### src/hkv_pkg.sv
// Shared types, codes and default sizes of the hash key/value table.
// Depends on nothing; imported by every module of the block but hkv_ram.
`timescale 1ns / 1ps
`default_nettype none

package hkv_pkg;

  localparam int KEY_W = 20;
  localparam int VAL_W = 31;

  localparam int DEF_BUCKETS = 1024;
  localparam int DEF_WAYS    = 4;

  localparam logic [1:0] MODE_PUT    = 2'd0;
  localparam logic [1:0] MODE_GET    = 2'd1;
  localparam logic [1:0] MODE_REMOVE = 2'd2;

  localparam logic [1:0] STAT_OK        = 2'd0;
  localparam logic [1:0] STAT_NOT_FOUND = 2'd1;
  localparam logic [1:0] STAT_FULL      = 2'd2;

  typedef struct packed {
    logic [1:0]       mode;
    logic [KEY_W-1:0] key;
    logic [VAL_W-1:0] data_in;
  } req_t;

  typedef struct packed {
    logic [1:0]       status;
    logic [VAL_W-1:0] data_out;
  } res_t;

  typedef struct packed {
    logic load;
    logic mul1;
    logic mul2;
    logic rd;
    logic exec;
    logic clear;
  } ctrl_cmd_t;

  typedef struct packed {
    logic clear_last;
  } dp_stat_t;

endpackage

`default_nettype wire

### src/hkv_ctrl.sv
// Controller state machine of the hash key/value table: clear pass, hash, lookup, commit.
// Depends on hkv_pkg for the command and status structs.
`timescale 1ns / 1ps
`default_nettype none

module hkv_ctrl
  import hkv_pkg::*;
(
  input  wire logic       clk,
  input  wire logic       rst_n,
  input  wire logic       start,
  input  wire dp_stat_t   stat,
  output logic            busy,
  output logic            out_valid,
  output ctrl_cmd_t       cmd
);

  typedef enum logic [5:0] {
    S_CLEAR = 6'b000001,
    S_IDLE  = 6'b000010,
    S_MUL1  = 6'b000100,
    S_MUL2  = 6'b001000,
    S_MOD   = 6'b010000,
    S_EXEC  = 6'b100000
  } state_t;

  state_t state_r, state_nxt;
  logic   out_valid_r;

  always_comb begin
    state_nxt = state_r;
    unique case (state_r)
      S_CLEAR: if (stat.clear_last) state_nxt = S_IDLE;
      S_IDLE:  if (start) state_nxt = S_MUL1;
      S_MUL1:  state_nxt = S_MUL2;
      S_MUL2:  state_nxt = S_MOD;
      S_MOD:   state_nxt = S_EXEC;
      S_EXEC:  state_nxt = S_IDLE;
      default: state_nxt = S_IDLE;
    endcase
  end

  always_ff @(posedge clk) begin
    if (!rst_n) begin
      state_r     <= S_CLEAR;
      out_valid_r <= 1'b0;
    end else begin
      state_r     <= state_nxt;
      out_valid_r <= (state_r == S_EXEC);
    end
  end

  assign busy      = (state_r != S_IDLE);
  assign out_valid = out_valid_r;

  always_comb begin
    cmd       = '0;
    cmd.load  = (state_r == S_IDLE) && start;
    cmd.mul1  = (state_r == S_MUL1);
    cmd.mul2  = (state_r == S_MUL2);
    cmd.rd    = (state_r == S_MOD);
    cmd.exec  = (state_r == S_EXEC);
    cmd.clear = (state_r == S_CLEAR);
  end

endmodule

`default_nettype wire

### config.mk
export PLATFORM = sky130hd
export DESIGN_NAME = hkv_ctrl
export DESIGN_NICKNAME = d
export VERILOG_FILES = /design/src/hkv_pkg.sv /design/src/hkv_ctrl.sv
export SDC_FILE = /design/constraint.sdc
export NUM_CORES = 1
export LEC_CHECK = 0
export ABC_AREA = 1
export BUFFER_PORTS_ARGS = -buffer_cell sky130_fd_sc_hd__clkbuf_2
export CELL_PAD_IN_SITES_DETAIL_PLACEMENT = 0
export CELL_PAD_IN_SITES_GLOBAL_PLACEMENT = 1
export CORE_AREA = 2 2 39 41
export DETAILED_ROUTE_END_ITERATION = 16
export DIE_AREA = 0 0 41 43
export PLACE_DENSITY = 0.79
export SLEW_MARGIN = 10
export SYNTH_ARGS = -nofsm -noshare
export SYNTH_HDL_FRONTEND = slang
export SYNTH_SLANG_ARGS = --single-unit
### constraint.sdc
create_clock -name clk -period 2.4 [get_ports clk]
set_input_delay 0.36 -clock clk [delete_from_list [all_inputs] [get_ports clk]]
set_output_delay 0.36 -clock clk [all_outputs]
set_load 0.05 [all_outputs]
==> run_results.csv <==
group,metric,value,unit
placed_design,hpwl,581,µm
timing,setup_violations,0,
placed_design,dpl_cell_area,448,µm²
logic_synthesis,synth_fa_ha_area_frac,0,
logic_synthesis,yosysWarnings,0,
run,maxCapViolations,0,
logic_synthesis,synthSimpleGateAreaFrac,0.441,
timing,slew_violations,0,
logic_synthesis,synth_mux_area_frac,0,
floorplanning,start_util,0.275,
pwr,peakVddDrop,138,µV
floorplanning,ioPinCount,12,
setup_path,r2r_cells,8,
final_layout,final_area,474,µm²
clocking,cts_tree,"done",
setup_path,ff2ff_setup_slack,1300,ps
placed_design,io_buffers,11,
clocking,cts_max_level,1,
final_layout,finalNetCount,74,
route,drc,0,
clocking,cts_hold_buf,0,
clocking,ctsResizeCount,0,
global_route,use_met1,0.133,
route,via_per_inst,4.18,
floorplanning,dieWidth,41,µm
timing,min_period,1710,ps
timing,rsz0062_at_grt,"no",
route,drtIter0Drc,6,
logic_synthesis,synth-xor-area-share,0,
clocking,cts_sinks,7,
logic_synthesis,ys_seq_elements,7,
setup_path,critPathLaunchType,"flop",
logic_synthesis,synth_top_family_by_area,"simple AND/OR/NAND/NOR gates",
clocking,cts-root-buf,"clkbuf_4",
timing,setup_slack,693,ps
clocking,cts_made_buffers,3,
final_layout,n_antenna_cell,0,
global_route,grt_usage,0.111,
setup_path,cp_top_family,"simple AND/OR/NAND/NOR gates",
floorplanning,coreArea,1380,µm²
final_layout,fill_cells,163,
global_route,overflow,0,
floorplanning,dieArea,1760,µm²
logic_synthesis,synth.distinct_cells,17,
logic_synthesis,synth.net_count,59,
route,num_vias,355,
floorplanning,rows,14,
final_layout,area_growth,24.7,%
logic_synthesis,synth_area,380,µm²
final_layout,drive_gt1_frac,0.319,
timing,slew_headroom,0.817,
setup_path,cp.depth,4,
min_path,min_path_type,"in -> reg",
setup_path,cp_slowest_cell,"dfxtp_1",
global_route,grt_use_met2,0.131,
global_route,busiest_layer,"met4",
placed_design,gp_congestion,0.733,
pwr,leakage,0.272,nW
setup_path,path_buf_inv,1,
setup_path,path_cells,"nor2_4 > nand2_1 > nor3_1 > clkbuf_2",
run_status,outcome,"completed",
final_layout,fin_util,0.343,
logic_synthesis,avgSynthCellArea,6.92,µm²
setup_path,cpPeakStageDelay,340,ps
final_layout,fin_cells,85,
route,drt-pass1-iter-count,4,
clocking,clkTransAtPathRegs,50,ps
timing,hold_violations,0,
clocking,cts_buffer_depth,2,
min_path,whs_path_depth,2,
setup_path,path_class,"reg -> out",
global_route,grt_max_degree,7,
timing,setup_tns,0,ps
global_route,use_met3,0.0314,
logic_synthesis,synthCells,55,
setup_path,cp-end-kind,"output pin",
floorplanning,dieHeight,43,µm
clocking,clock_latency,250,ps
final_layout,layout_commonest_cell,"inv_1",
global_route,grt_pass1_vias,295,
placed_design,place_ws,958,ps
pwr,powerDensity,597,nW/µm²
setup_path,required,2040,ps
timing,max_freq,0.586,GHz
setup_path,critical_path.max_fanout,6,
route,totalWireLength,707,µm
timing,finalCritPeriodShare,0.711,
placed_design,dpl.cell_count,81,
global_route,antenna_found_initial,0,
logic_synthesis,synth_seq_area_share,0.368,
timing,worst_clock_skew,0.290,ps
route,detail_route.wl_per_cell,8.32,µm
final_layout,most-common-layout-cells,"14 x inv_1, 11 x clkbuf_2, 9 x nor2_1, 9 x nand2_1, 7 x dfxtp_1",
logic_synthesis,synth_compound_area_frac,0.0230,
clocking,postCtsSetupRepairBufs,0,
route,ant_nets,0,
setup_path,arrival,1350,ps
global_route,grt_pass1_wl,1190,µm
timing,max_slew.worst_pin.slew,276,ps
-- sequential cells by signal, indices dropped and copies added (netlist names) --
name,cells
out_valid,1
state_r,6
-- report_power, final --
part / switching (mW) / internal, mW
Combinational: 0.0350 / 0.0154
Clock: 0.0460 / 0.0636
Sequential: 0.00305 / 0.120
-- metal layers --
metal / vias to the layer above / wire length, µm / share of wire
li1: 190 / - / -
met2: 11 / 299 / 0.42
met4: 0 / 31 / 0.044
met3: 4 / 32 / 0.045
met1: 150 / 343 / 0.49
met5: - / 0 / 0
-- kinds of logic (layout without fill, tap and decap cells) --
group	after synthesis	count (layout)
flip-flops	7	7
AND/OR/NAND/NOR	31	31
buffers and inverters	16	30
AO/OA/AOI/OAI	1	1
-- cell usage after synthesis --
cell	instances	area, µm²
o21ai_2	1	8.76
buf_4	1	7.51
nand3_1	1	5.00
clkinv_1	1	3.75
nor3_1	2	10.0
nor2_4	2	22.5
dfxtp_1	7	140
and2_4	1	8.76
and3_1	1	6.26
nand4_2	1	12.5
nor2_2	2	12.5
nand2_1	9	33.8
nor2_1	9	33.8
nand3_2	1	10.0
nor4_1	1	6.26
nand4_1	1	6.26
inv_1	14	52.6
-- worst register-to-register path, stage by stage, from the launching register on --
cell     delay, ps
dfxtp_1        340
nor2_4         200
nand3_1        150
nand2_1         90
inv_1           40
nand2_1         50
nand2_1         50
nand2_1         60
nor2_2          30
-- stage by stage --
stage	hold WS [ps]	power, mW
floorplan	430	0.166
global placement	504	0.176
finish	293	0.283
detailed placement	516	0.177
CTS	290	0.290
global route	306	0.304
-- worst paths after layout --
check | from | endpoint
setup reg to reg | state_r[2] | state_r[1]
hold / removal | rst_n | state_r[0]
setup / recovery | state_r[2] | cmd[1]
hold reg to reg | state_r[5] | out_valid
-- final cells by class --
class / count / area [µm²] / share of cell area
multi-input cells: 32 / 176 / 0.372
repair buffers: 11 / 55.1 / 0.116
flip-flops and latches: 7 / 140 / 0.296
clock buffers: 4 / 26.3 / 0.0554
well taps: 16 / 20.0 / 0.0422
inverters: 15 / 56.3 / 0.119
(Power assumes the default switching activity.)
